`src/design/ucdtg_pkg.sv`:
```
// Shared types and constants for the serial-commanded dual tone generator.
package ucdtg_pkg;

    localparam int BYTE_W = 8;
    localparam int FREQ_W = 16;
    localparam int CNT_W  = 16;

    localparam logic [BYTE_W-1:0] OPC_HELLO = 8'd0;
    localparam logic [BYTE_W-1:0] OPC_TONE  = 8'd1;

    localparam logic KIND_BYTE = 1'b0;
    localparam logic KIND_TICK = 1'b1;

    // Where the byte parser stands inside a play command.
    typedef enum logic [1:0] {
        PH_CMD  = 2'd0,
        PH_SPK  = 2'd1,
        PH_LO   = 2'd2,
        PH_HI   = 2'd3
    } phase_t;

    // Commands from the controller to the datapath.
    typedef struct packed {
        logic take;    // apply the accepted item this cycle
        logic commit;  // write the finished quotient into the compare register
    } cmd_t;

    // Status from the datapath to the controller.
    typedef struct packed {
        logic need_div;  // the presented item is a play that needs a divide
        logic div_done;  // the divider finished this cycle
    } status_t;

endpackage

```
`src/design/ucdtg_req_if.sv`:
```
// Input channel: received serial bytes and timer ticks.
interface ucdtg_req_if import ucdtg_pkg::*; ();
    logic              valid;
    logic              ready;
    logic              kind;
    logic [BYTE_W-1:0] rx_byte;

    modport source (output valid, output kind, output rx_byte, input ready);
    modport sink   (input valid, input kind, input rx_byte, output ready);
endinterface

```
`src/design/ucdtg_rsp_if.sv`:
```
// Output channel: reply byte and speaker levels.
interface ucdtg_rsp_if import ucdtg_pkg::*; ();
    logic              valid;
    logic              ready;
    logic              tx_valid;
    logic [BYTE_W-1:0] tx_byte;
    logic [1:0]        tone_levels;

    modport source (output valid, output tx_valid, output tx_byte, output tone_levels,
                    input ready);
    modport sink   (input valid, input tx_valid, input tx_byte, input tone_levels,
                    output ready);
endinterface

```
`src/design/ucdtg_divider.sv`:
```
// Restoring divider of a fixed dividend by a 16-bit divisor, one quotient bit per cycle.
module ucdtg_divider import ucdtg_pkg::*; #(
    parameter int DIVIDEND = 500000
) (
    input  logic                                clk,
    input  logic                                rst_n,
    input  logic                                start,
    input  logic [FREQ_W-1:0]                   divisor,
    output logic                                done,
    output logic [$clog2(DIVIDEND+1)-1:0]       quotient
);

    localparam int DW = $clog2(DIVIDEND + 1);
    localparam int CW = $clog2(DW + 1);

    logic [FREQ_W-1:0] divisor_reg;
    logic [FREQ_W-1:0] rem_reg, rem_next;
    logic [DW-1:0]     quo_reg, quo_next;
    logic [CW-1:0]     step_cnt_reg;
    logic              busy_reg;
    logic              done_reg;
    logic [FREQ_W:0]   rem_shift;
    logic              fits;

    // The remainder stays below the divisor, so the shifted value fits in 17 bits.
    always_comb
    begin
        rem_shift = {rem_reg, quo_reg[DW-1]};
        fits      = rem_shift >= {1'b0, divisor_reg};
        rem_next  = fits ? FREQ_W'(rem_shift - {1'b0, divisor_reg}) : rem_shift[FREQ_W-1:0];
        quo_next  = {quo_reg[DW-2:0], fits};
    end

    always_ff @(posedge clk or negedge rst_n)
    begin
        if (!rst_n)
        begin
            busy_reg     <= 1'b0;
            done_reg     <= 1'b0;
            step_cnt_reg <= '0;
            rem_reg      <= '0;
            quo_reg      <= '0;
            divisor_reg  <= '0;
        end
        else
        begin
            done_reg <= 1'b0;
            if (start)
            begin
                busy_reg     <= 1'b1;
                step_cnt_reg <= CW'(DW);
                rem_reg      <= '0;
                quo_reg      <= DW'(DIVIDEND);
                divisor_reg  <= divisor;
            end
            else if (busy_reg)
            begin
                rem_reg      <= rem_next;
                quo_reg      <= quo_next;
                step_cnt_reg <= step_cnt_reg - CW'(1);
                if (step_cnt_reg == CW'(1))
                begin
                    busy_reg <= 1'b0;
                    done_reg <= 1'b1;
                end
            end
        end
    end

    assign done     = done_reg;
    assign quotient = quo_reg;

endmodule

```
`src/design/ucdtg_datapath.sv`:
```
// Datapath: command parser registers, speaker timers, divider and result register.
module ucdtg_datapath import ucdtg_pkg::*; #(
    parameter int NUM_SPEAKERS   = 2,
    parameter int TIMER_CLOCK_HZ = 500000
) (
    input  logic              clk,
    input  logic              rst_n,
    input  cmd_t              cmd,
    output status_t           status,
    input  logic              kind,
    input  logic [BYTE_W-1:0] rx_byte,
    output logic              tx_valid,
    output logic [BYTE_W-1:0] tx_byte,
    output logic [1:0]        tone_levels
);

    localparam int QW = $clog2(TIMER_CLOCK_HZ + 1);

    phase_t            phase_reg, phase_next;
    logic [BYTE_W-1:0] pending_speaker_reg, pending_speaker_next;
    logic [BYTE_W-1:0] pending_freq_low_reg, pending_freq_low_next;
    logic [CNT_W-1:0]  compare_value_reg [NUM_SPEAKERS];
    logic [CNT_W-1:0]  compare_value_next [NUM_SPEAKERS];
    logic [CNT_W-1:0]  tick_counter_reg [NUM_SPEAKERS];
    logic [CNT_W-1:0]  tick_counter_next [NUM_SPEAKERS];
    logic [NUM_SPEAKERS-1:0] timer_running_reg, timer_running_next;
    logic [NUM_SPEAKERS-1:0] output_level_reg, output_level_next;

    logic              tx_valid_reg;
    logic [BYTE_W-1:0] tx_byte_reg;
    logic [1:0]        tone_levels_reg;

    logic [FREQ_W-1:0] freq;
    logic              in_range;
    logic              handshake;
    logic              load_result;
    logic              div_done;
    logic [QW-1:0]     quotient;
    logic [CNT_W-1:0]  new_compare;
    logic [1:0]        levels_next;

    assign freq        = {rx_byte, pending_freq_low_reg};
    assign in_range    = pending_speaker_reg < BYTE_W'(NUM_SPEAKERS);
    assign new_compare = CNT_W'(quotient) - CNT_W'(1);

    assign status.need_div = (kind == KIND_BYTE) && (phase_reg == PH_HI) && in_range
                             && (freq != '0);
    assign status.div_done = div_done;

    ucdtg_divider #(
        .DIVIDEND (TIMER_CLOCK_HZ)
    ) u_divider (
        .clk      (clk),
        .rst_n    (rst_n),
        .start    (cmd.take && status.need_div),
        .divisor  (freq),
        .done     (div_done),
        .quotient (quotient)
    );

    always_comb
    begin
        phase_next            = phase_reg;
        pending_speaker_next  = pending_speaker_reg;
        pending_freq_low_next = pending_freq_low_reg;
        compare_value_next    = compare_value_reg;
        tick_counter_next     = tick_counter_reg;
        timer_running_next    = timer_running_reg;
        output_level_next     = output_level_reg;
        handshake             = 1'b0;

        if (cmd.take)
        begin
            if (kind == KIND_TICK)
            begin
                for (int i = 0; i < NUM_SPEAKERS; i++)
                begin
                    if (timer_running_reg[i])
                    begin
                        if (tick_counter_reg[i] == compare_value_reg[i])
                        begin
                            tick_counter_next[i] = '0;
                            output_level_next[i] = !output_level_reg[i];
                        end
                        else
                        begin
                            tick_counter_next[i] = tick_counter_reg[i] + CNT_W'(1);
                        end
                    end
                end
            end
            else
            begin
                unique case (phase_reg)
                    PH_CMD:
                    begin
                        if (rx_byte == OPC_HELLO)
                        begin
                            handshake = 1'b1;
                        end
                        else if (rx_byte == OPC_TONE)
                        begin
                            phase_next = PH_SPK;
                        end
                    end
                    PH_SPK:
                    begin
                        pending_speaker_next = rx_byte;
                        phase_next           = PH_LO;
                    end
                    PH_LO:
                    begin
                        pending_freq_low_next = rx_byte;
                        phase_next            = PH_HI;
                    end
                    PH_HI:
                    begin
                        phase_next = PH_CMD;
                        // A zero frequency stops the speaker at once; others wait for the divider.
                        if (in_range && freq == '0)
                        begin
                            for (int i = 0; i < NUM_SPEAKERS; i++)
                            begin
                                if (pending_speaker_reg == BYTE_W'(i))
                                begin
                                    compare_value_next[i] = '0;
                                    timer_running_next[i] = 1'b0;
                                end
                            end
                        end
                    end
                    default:
                    begin
                        phase_next = PH_CMD;
                    end
                endcase
            end
        end

        if (cmd.commit)
        begin
            for (int i = 0; i < NUM_SPEAKERS; i++)
            begin
                if (pending_speaker_reg == BYTE_W'(i))
                begin
                    compare_value_next[i] = new_compare;
                    timer_running_next[i] = 1'b1;
                end
            end
        end
    end

    for (genvar j = 0; j < 2; j++)
    begin : g_levels
        if (j < NUM_SPEAKERS)
        begin : g_used
            assign levels_next[j] = output_level_next[j];
        end
        else
        begin : g_unused
            assign levels_next[j] = 1'b0;
        end
    end

    assign load_result = (cmd.take && !status.need_div) || cmd.commit;

    always_ff @(posedge clk or negedge rst_n)
    begin
        if (!rst_n)
        begin
            phase_reg            <= PH_CMD;
            pending_speaker_reg  <= '0;
            pending_freq_low_reg <= '0;
            for (int i = 0; i < NUM_SPEAKERS; i++)
            begin
                compare_value_reg[i] <= '0;
                tick_counter_reg[i]  <= '0;
            end
            timer_running_reg    <= '0;
            output_level_reg     <= '0;
            tx_valid_reg         <= 1'b0;
            tx_byte_reg          <= '0;
            tone_levels_reg      <= '0;
        end
        else
        begin
            phase_reg            <= phase_next;
            pending_speaker_reg  <= pending_speaker_next;
            pending_freq_low_reg <= pending_freq_low_next;
            compare_value_reg    <= compare_value_next;
            tick_counter_reg     <= tick_counter_next;
            timer_running_reg    <= timer_running_next;
            output_level_reg     <= output_level_next;
            if (load_result)
            begin
                tx_valid_reg    <= handshake;
                tx_byte_reg     <= handshake ? BYTE_W'(NUM_SPEAKERS) : '0;
                tone_levels_reg <= levels_next;
            end
        end
    end

    assign tx_valid    = tx_valid_reg;
    assign tx_byte     = tx_byte_reg;
    assign tone_levels = tone_levels_reg;

    // A quotient is only written back once the parser has closed the play command.
    assert property (@(posedge clk) disable iff (!rst_n)
        cmd.commit |-> phase_reg == PH_CMD)
        else $error("compare written while a command is still being parsed");

    // A reply byte always carries the speaker count.
    assert property (@(posedge clk) disable iff (!rst_n)
        tx_valid_reg |-> tx_byte_reg == BYTE_W'(NUM_SPEAKERS))
        else $error("reply byte differs from the speaker count");

    // Stopping speaker 0 also clears its compare.
    assert property (@(posedge clk) disable iff (!rst_n)
        $fell(timer_running_reg[0]) |-> compare_value_reg[0] == '0)
        else $error("stopped speaker kept a nonzero compare");

endmodule

```
`src/design/ucdtg_ctrl.sv`:
```
// Controller: accepts items, waits on the divider and owns the result valid flag.
module ucdtg_ctrl import ucdtg_pkg::*; (
    input  logic    clk,
    input  logic    rst_n,
    input  logic    in_valid,
    output logic    in_ready,
    output logic    out_valid,
    input  logic    out_ready,
    output cmd_t    cmd,
    input  status_t status
);

    typedef enum logic {
        S_IDLE,
        S_DIV
    } state_t;

    state_t state_reg;
    logic   out_valid_reg, out_valid_next;
    logic   take;

    assign in_ready   = (state_reg == S_IDLE) && (!out_valid_reg || out_ready);
    assign take       = in_valid && in_ready;
    assign cmd.take   = take;
    assign cmd.commit = (state_reg == S_DIV) && status.div_done;
    assign out_valid  = out_valid_reg;

    // A result leaves when it is accepted; a new one is loaded for a plain item or a commit.
    always_comb
    begin
        out_valid_next = out_valid_reg && !out_ready;
        if ((take && !status.need_div) || cmd.commit)
        begin
            out_valid_next = 1'b1;
        end
    end

    always_ff @(posedge clk or negedge rst_n)
    begin
        if (!rst_n)
        begin
            state_reg     <= S_IDLE;
            out_valid_reg <= 1'b0;
        end
        else
        begin
            out_valid_reg <= out_valid_next;
            unique case (state_reg)
                S_IDLE:
                begin
                    if (take && status.need_div)
                    begin
                        state_reg <= S_DIV;
                    end
                end
                S_DIV:
                begin
                    if (status.div_done)
                    begin
                        state_reg <= S_IDLE;
                    end
                end
                default:
                begin
                    state_reg <= S_IDLE;
                end
            endcase
        end
    end

    // The divider only finishes while the controller is waiting for it.
    assert property (@(posedge clk) disable iff (!rst_n)
        status.div_done |-> state_reg == S_DIV)
        else $error("divider finished outside a divide");

    // No earlier result is left pending while a divide runs.
    assert property (@(posedge clk) disable iff (!rst_n)
        state_reg == S_DIV |-> !out_valid_reg)
        else $error("result pending during a divide");

    // A committed quotient always produces a result in the next cycle.
    assert property (@(posedge clk) disable iff (!rst_n)
        cmd.commit |=> out_valid_reg)
        else $error("committed play produced no result");

endmodule

```
`src/design/uart_commanded_dual_tone_generator.sv`:
```
// Top level of the serial-commanded dual tone generator.
// Timing: a tick or a byte that needs no divide gives its result in the cycle after it is
// accepted; the last byte of a play with a nonzero frequency gives its result once the
// one-bit-per-cycle divider has finished. Ticks and plain bytes are taken at one item per cycle
// while results are accepted; no new item is taken until a running divide has finished.
// Reset: rst_n clears the parser, all timers, counters and speaker levels asynchronously.
module uart_commanded_dual_tone_generator import ucdtg_pkg::*; #(
    parameter int NUM_SPEAKERS   = 2,
    parameter int TIMER_CLOCK_HZ = 500000
) (
    input  logic       clk,
    input  logic       rst_n,
    ucdtg_req_if.sink   request,
    ucdtg_rsp_if.source response
);

    // The controller and datapath talk only through these two groups.
    cmd_t    cmd;
    status_t status;

    // The controller decides when an item is accepted and when its result is shown.
    // An item is taken whenever no divide runs and the result register is free or
    // being emptied in the same cycle.
    ucdtg_ctrl u_ctrl (
        .clk       (clk),
        .rst_n     (rst_n),
        .in_valid  (request.valid),
        .in_ready  (request.ready),
        .out_valid (response.valid),
        .out_ready (response.ready),
        .cmd       (cmd),
        .status    (status)
    );

    // The datapath holds the parser, the per-speaker timers, the divider for the
    // compare value and the registered result item.
    ucdtg_datapath #(
        .NUM_SPEAKERS   (NUM_SPEAKERS),
        .TIMER_CLOCK_HZ (TIMER_CLOCK_HZ)
    ) u_datapath (
        .clk         (clk),
        .rst_n       (rst_n),
        .cmd         (cmd),
        .status      (status),
        .kind        (request.kind),
        .rx_byte     (request.rx_byte),
        .tx_valid    (response.tx_valid),
        .tx_byte     (response.tx_byte),
        .tone_levels (response.tone_levels)
    );

endmodule
```
`src/flat_wrapper.sv`:
```
// flat-port wrapper written by rule: the top's interface ports become plain ports
module uart_commanded_dual_tone_generator_flat import ucdtg_pkg::*;
#(
    parameter int NUM_SPEAKERS   = 2,
    parameter int TIMER_CLOCK_HZ = 500000
)
  (clk, rst_n, request_valid, request_kind, request_rx_byte, request_ready, response_valid, response_tx_valid, response_tx_byte, response_tone_levels, response_ready);
  ucdtg_req_if request_i ();
  ucdtg_rsp_if response_i ();
  input  logic clk;
  input  logic rst_n;
  input wire logic [$bits(request_i.valid)-1:0] request_valid;
  input wire logic [$bits(request_i.kind)-1:0] request_kind;
  input wire logic [$bits(request_i.rx_byte)-1:0] request_rx_byte;
  output wire logic [$bits(request_i.ready)-1:0] request_ready;
  output wire logic [$bits(response_i.valid)-1:0] response_valid;
  output wire logic [$bits(response_i.tx_valid)-1:0] response_tx_valid;
  output wire logic [$bits(response_i.tx_byte)-1:0] response_tx_byte;
  output wire logic [$bits(response_i.tone_levels)-1:0] response_tone_levels;
  input wire logic [$bits(response_i.ready)-1:0] response_ready;
  assign request_i.valid = request_valid;
  assign request_i.kind = request_kind;
  assign request_i.rx_byte = request_rx_byte;
  assign request_ready = request_i.ready;
  assign response_valid = response_i.valid;
  assign response_tx_valid = response_i.tx_valid;
  assign response_tx_byte = response_i.tx_byte;
  assign response_tone_levels = response_i.tone_levels;
  assign response_i.ready = response_ready;
  uart_commanded_dual_tone_generator #(.NUM_SPEAKERS(NUM_SPEAKERS), .TIMER_CLOCK_HZ(TIMER_CLOCK_HZ)) u_core (.clk(clk), .rst_n(rst_n), .request(request_i), .response(response_i));
endmodule
```
`config.mk`:
```
export PLATFORM = sky130hd
export DESIGN_NAME = uart_commanded_dual_tone_generator_flat
export DESIGN_NICKNAME = d
export VERILOG_FILES = /design/src/design/ucdtg_pkg.sv /design/src/design/ucdtg_req_if.sv /design/src/design/ucdtg_rsp_if.sv /design/src/design/ucdtg_divider.sv /design/src/design/ucdtg_datapath.sv /design/src/design/ucdtg_ctrl.sv /design/src/design/uart_commanded_dual_tone_generator.sv /design/src/flat_wrapper.sv
export SDC_FILE = /design/constraint.sdc
export NUM_CORES = 1
export LEC_CHECK = 0
export BUFFER_PORTS_ARGS = -buffer_cell sky130_fd_sc_hd__buf_4
export CAP_MARGIN = 5
export CORE_ASPECT_RATIO = 0.8
export CORE_MARGIN = 4
export CORE_UTILIZATION = 60
export CTS_CLUSTER_SIZE = 25
export DETAILED_ROUTE_END_ITERATION = 8
export PLACE_DENSITY = 0.75
export SLEW_MARGIN = 20
export SYNTH_ARGS = -nofsm -noshare
export SYNTH_HDL_FRONTEND = slang
export SYNTH_SLANG_ARGS = --single-unit
```
`constraint.sdc`:
```
create_clock -name clk -period 5.8 [get_ports clk]
set_input_delay 0.29 -clock clk [delete_from_list [all_inputs] [get_ports clk]]
set_output_delay 0.29 -clock clk [all_outputs]
set_load 0.05 [all_outputs]
```
==> results.sh <==
export IMPL_drt_total_wl_um=16900
export IMPL_met1_usage_pct=37.1
export IMPL_synth_edf_count=0
export IMPL_synth_avg_cell_area_um2=10.1
export IMPL_detail_route_antenna_nets=0
export IMPL_die_h_um=110
export IMPL_syn_to_final_growth_pct=10.9
export IMPL_post_cts_resized=0
export IMPL_cp_end_kind="flop"
export IMPL_hpwl_um=11600
export IMPL_fill_cells=927
export IMPL_seq_area_frac_synth_pct=48.1
export IMPL_gr_max_usage_layer="met2"
export IMPL_core_area_um2=12400
export IMPL_cts_sinks=149
export IMPL_synth_area_um2=7740
export IMPL_maxCapViolCount=0
export IMPL_ys_async_sr_fraction_pct=100
export IMPL_synth_top_cell_area_share_pct=48.1
export IMPL_first_pass_iters=5
export IMPL_maxSlewViolCount=0
export IMPL_first_iter_violations=434
export IMPL_start_kind="flop"
export IMPL_grt_use_total_pct=25.2
export IMPL_dieWidth_um=135
export IMPL_yosysUniqueCellTypes=57
export IMPL_setup_viol=0
export IMPL_critical_path_arrival_ps=3440
export IMPL_root_buffer="clkbuf_16"
export IMPL_final_period_utilization_pct=53.7
export IMPL_synth_most_common_cell="dfrtp_1"
export IMPL_post_cts_setup_buffers=0
export IMPL_rows=36
export IMPL_vias=5657
export IMPL_post_route_drc_count=0
export IMPL_final_setup_tns_ps=0
export IMPL_multi_input_area_um2=3760
export IMPL_met2_usage_pct=37.8
export IMPL_die_area_um2=14800
export IMPL_yosys_warnings=0
export IMPL_clkSlewWorstSetupHoldPaths_ps=60
export IMPL_regArea_um2=3730
export IMPL_ys_ff_latch=149
export IMPL_numCtsBuffers=17
export IMPL_grt_pass1_vias=5724
export IMPL_yosys_top_cells_count="dfrtp_1, nand2_1, nor2_1"
export IMPL_report_final_hold_viol_count=0
export IMPL_cts_tree="done"
export IMPL_vias_per_cell=5.86
export IMPL_antenna_found_initial=0
export IMPL_worstPathMaxFanout=19
export IMPL_fmax_ghz=0.321
export IMPL_final_util_pct=69.3
export IMPL_cp_required_ps=6130
export IMPL_outcome="finished, final reports clean"
export IMPL_clock_latency_ps=430
export IMPL_rsz0062_at_grt="false"
export IMPL_p_leak_nw=3.73
export IMPL_critical_path_class="flop to flop"
export IMPL_grt_pass1_wl_um=29000
export IMPL_diodes=0
export IMPL_ioPinCount=26
export IMPL_max_vdd_ir_drop_mv=0.338
export IMPL_grtUsageMet3_pct=5.58
export IMPL_p_per_area_nw_per_um2=518
export IMPL_clockBufferDepth=2
export IMPL_drive_above_1_share_pct=9.81
export IMPL_htreeDepth=4
export IMPL_yosysTopAreaCell="dfrtp_1"
export IMPL_max_slew_margin_pct=31.1
export IMPL_worstHoldPathType="primary input to flop"
export IMPL_ctsHoldBuffers=1
export IMPL_port_buffers=18
export IMPL_r2r_slack_ps=2690
export IMPL_syn_inst=770
export IMPL_period_minus_slack_ps=3110
export IMPL_synth_top_cells_by_area="dfrtp_1, xnor2_1, ha_1, nand2_1, mux2i_1"
export IMPL_grt_overflow=0
export IMPL_worstMarginPinSlew_ps=1030
export IMPL_wl_per_cell_um=17.5
export IMPL_synth_ff_type="dfrtp_1"
export IMPL_start_util_pct=62.5
export IMPL_fin_worst_skew_ps=8.42
export IMPL_power_w=0.00445
export IMPL_place_congestion=0.861
export IMPL_grt_max_degree=79
export IMPL_layout_nets=823
## report_power, final
part | leakage [nW] | internal [W] | switching [W]
clock | 0.291 | 0.000688 | 0.000439
combinational | 1.68 | 0.000742 | 0.000954
sequential | 1.76 | 0.00132 | 0.000302
total | 3.73 | 0.00275 | 0.00170
## through the flow
step                worst slack (ps)  hold WS (ps)  instance area [um2]  std cells
global route                    2430           119                 8590        966
CTS                             2720          98.0                 8580        966
global placement                2870           333                 7980        934
finish                          2690           115                 8590        966
floorplan                       3070         -5.59                 7770        776
detailed placement              2770           349                 7980        934
## kinds of logic (layout without fill, tap and decap cells)
family	count (synthesis)	after routing	share of synthesized area, %
mux	47	47	6.38
flops	149	149	48.1
buf+inv	64	83	3.60
fa+ha+maj	27	27	4.46
other cells	1	7	0.0484
compound gates	148	148	12.5
xor+xnor	83	83	9.39
simple gates	251	251	15.5
## metal layers
metal	wire, um	part of all wire (%)
met1	8530	50
met2	7300	43
met3	879	5.2
met4	201	1.2
met5	0	0
## layout by cell type, fill, tap and decap left out, types with 4 or more instances in the layout
cell type	synthesis	routed
o2bb2ai_1	30	30
nor4_1	6	6
nand3_1	17	17
nand2_1	80	80
o21ai_0	54	54
buf_4	8	19
inv_1	31	31
o211ai_1	5	5
ha_1	26	26
a21oi_1	26	26
or3_1	7	7
o21bai_1	4	4
and3_1	10	10
nor2_1	69	68
nand2b_1	8	8
a21o_1	6	6
xnor2_1	58	58
a211oi_1	7	7
nor3_1	8	8
mux2_2	19	19
nor2b_1	6	6
mux2i_1	28	28
dfrtp_1	149	148
nand4_1	19	19
xor2_1	25	25
conb_1	1	7
clkbuf_16	0	17
## worst max-delay path, stage by stage, from the launching register on
cell      delay (ps)
dfrtp_1          400
ha_1             430
nand2_1          160
or3_1            350
o41ai_2          430
o21ba_1          540
a311o_1          440
a311oi_2         260
## worst paths after layout
| check | from | endpoint | depth (start not counted) |
|---|---|---|---|
| setup / recovery | u_core.u_datapath.u_divider.rem_reg[9] | u_core.u_datapath.u_divider.rem_reg[12] | 7 |
| hold / removal | request_rx_byte[1] | u_core.u_datapath.u_divider.divisor_reg[9] | 3 |
| setup reg to reg | u_core.u_datapath.u_divider.rem_reg[9] | u_core.u_datapath.u_divider.rem_reg[12] | 7 |
| hold reg to reg | u_core.u_datapath.output_level_reg[1] | u_core.u_datapath.output_level_reg[1] | 1 |
| max in group asynchronous | rst_n | u_core.u_datapath.u_divider.quotient[5] | 3 |
| min in group asynchronous | rst_n | u_core.u_datapath.u_divider.divisor_reg[14] | 2 |
## area by class of cell
cell class / instances / share of cell area, %
sequential: 149 / 43.5
tap: 171 / 2.49
timing repair buffer: 21 / 1.91
clock buffer: 20 / 5.20
inverter: 31 / 1.36
clock inverter: 11 / 1.76
multi-input combinational: 563 / 43.8
(Power assumes the default switching activity.)
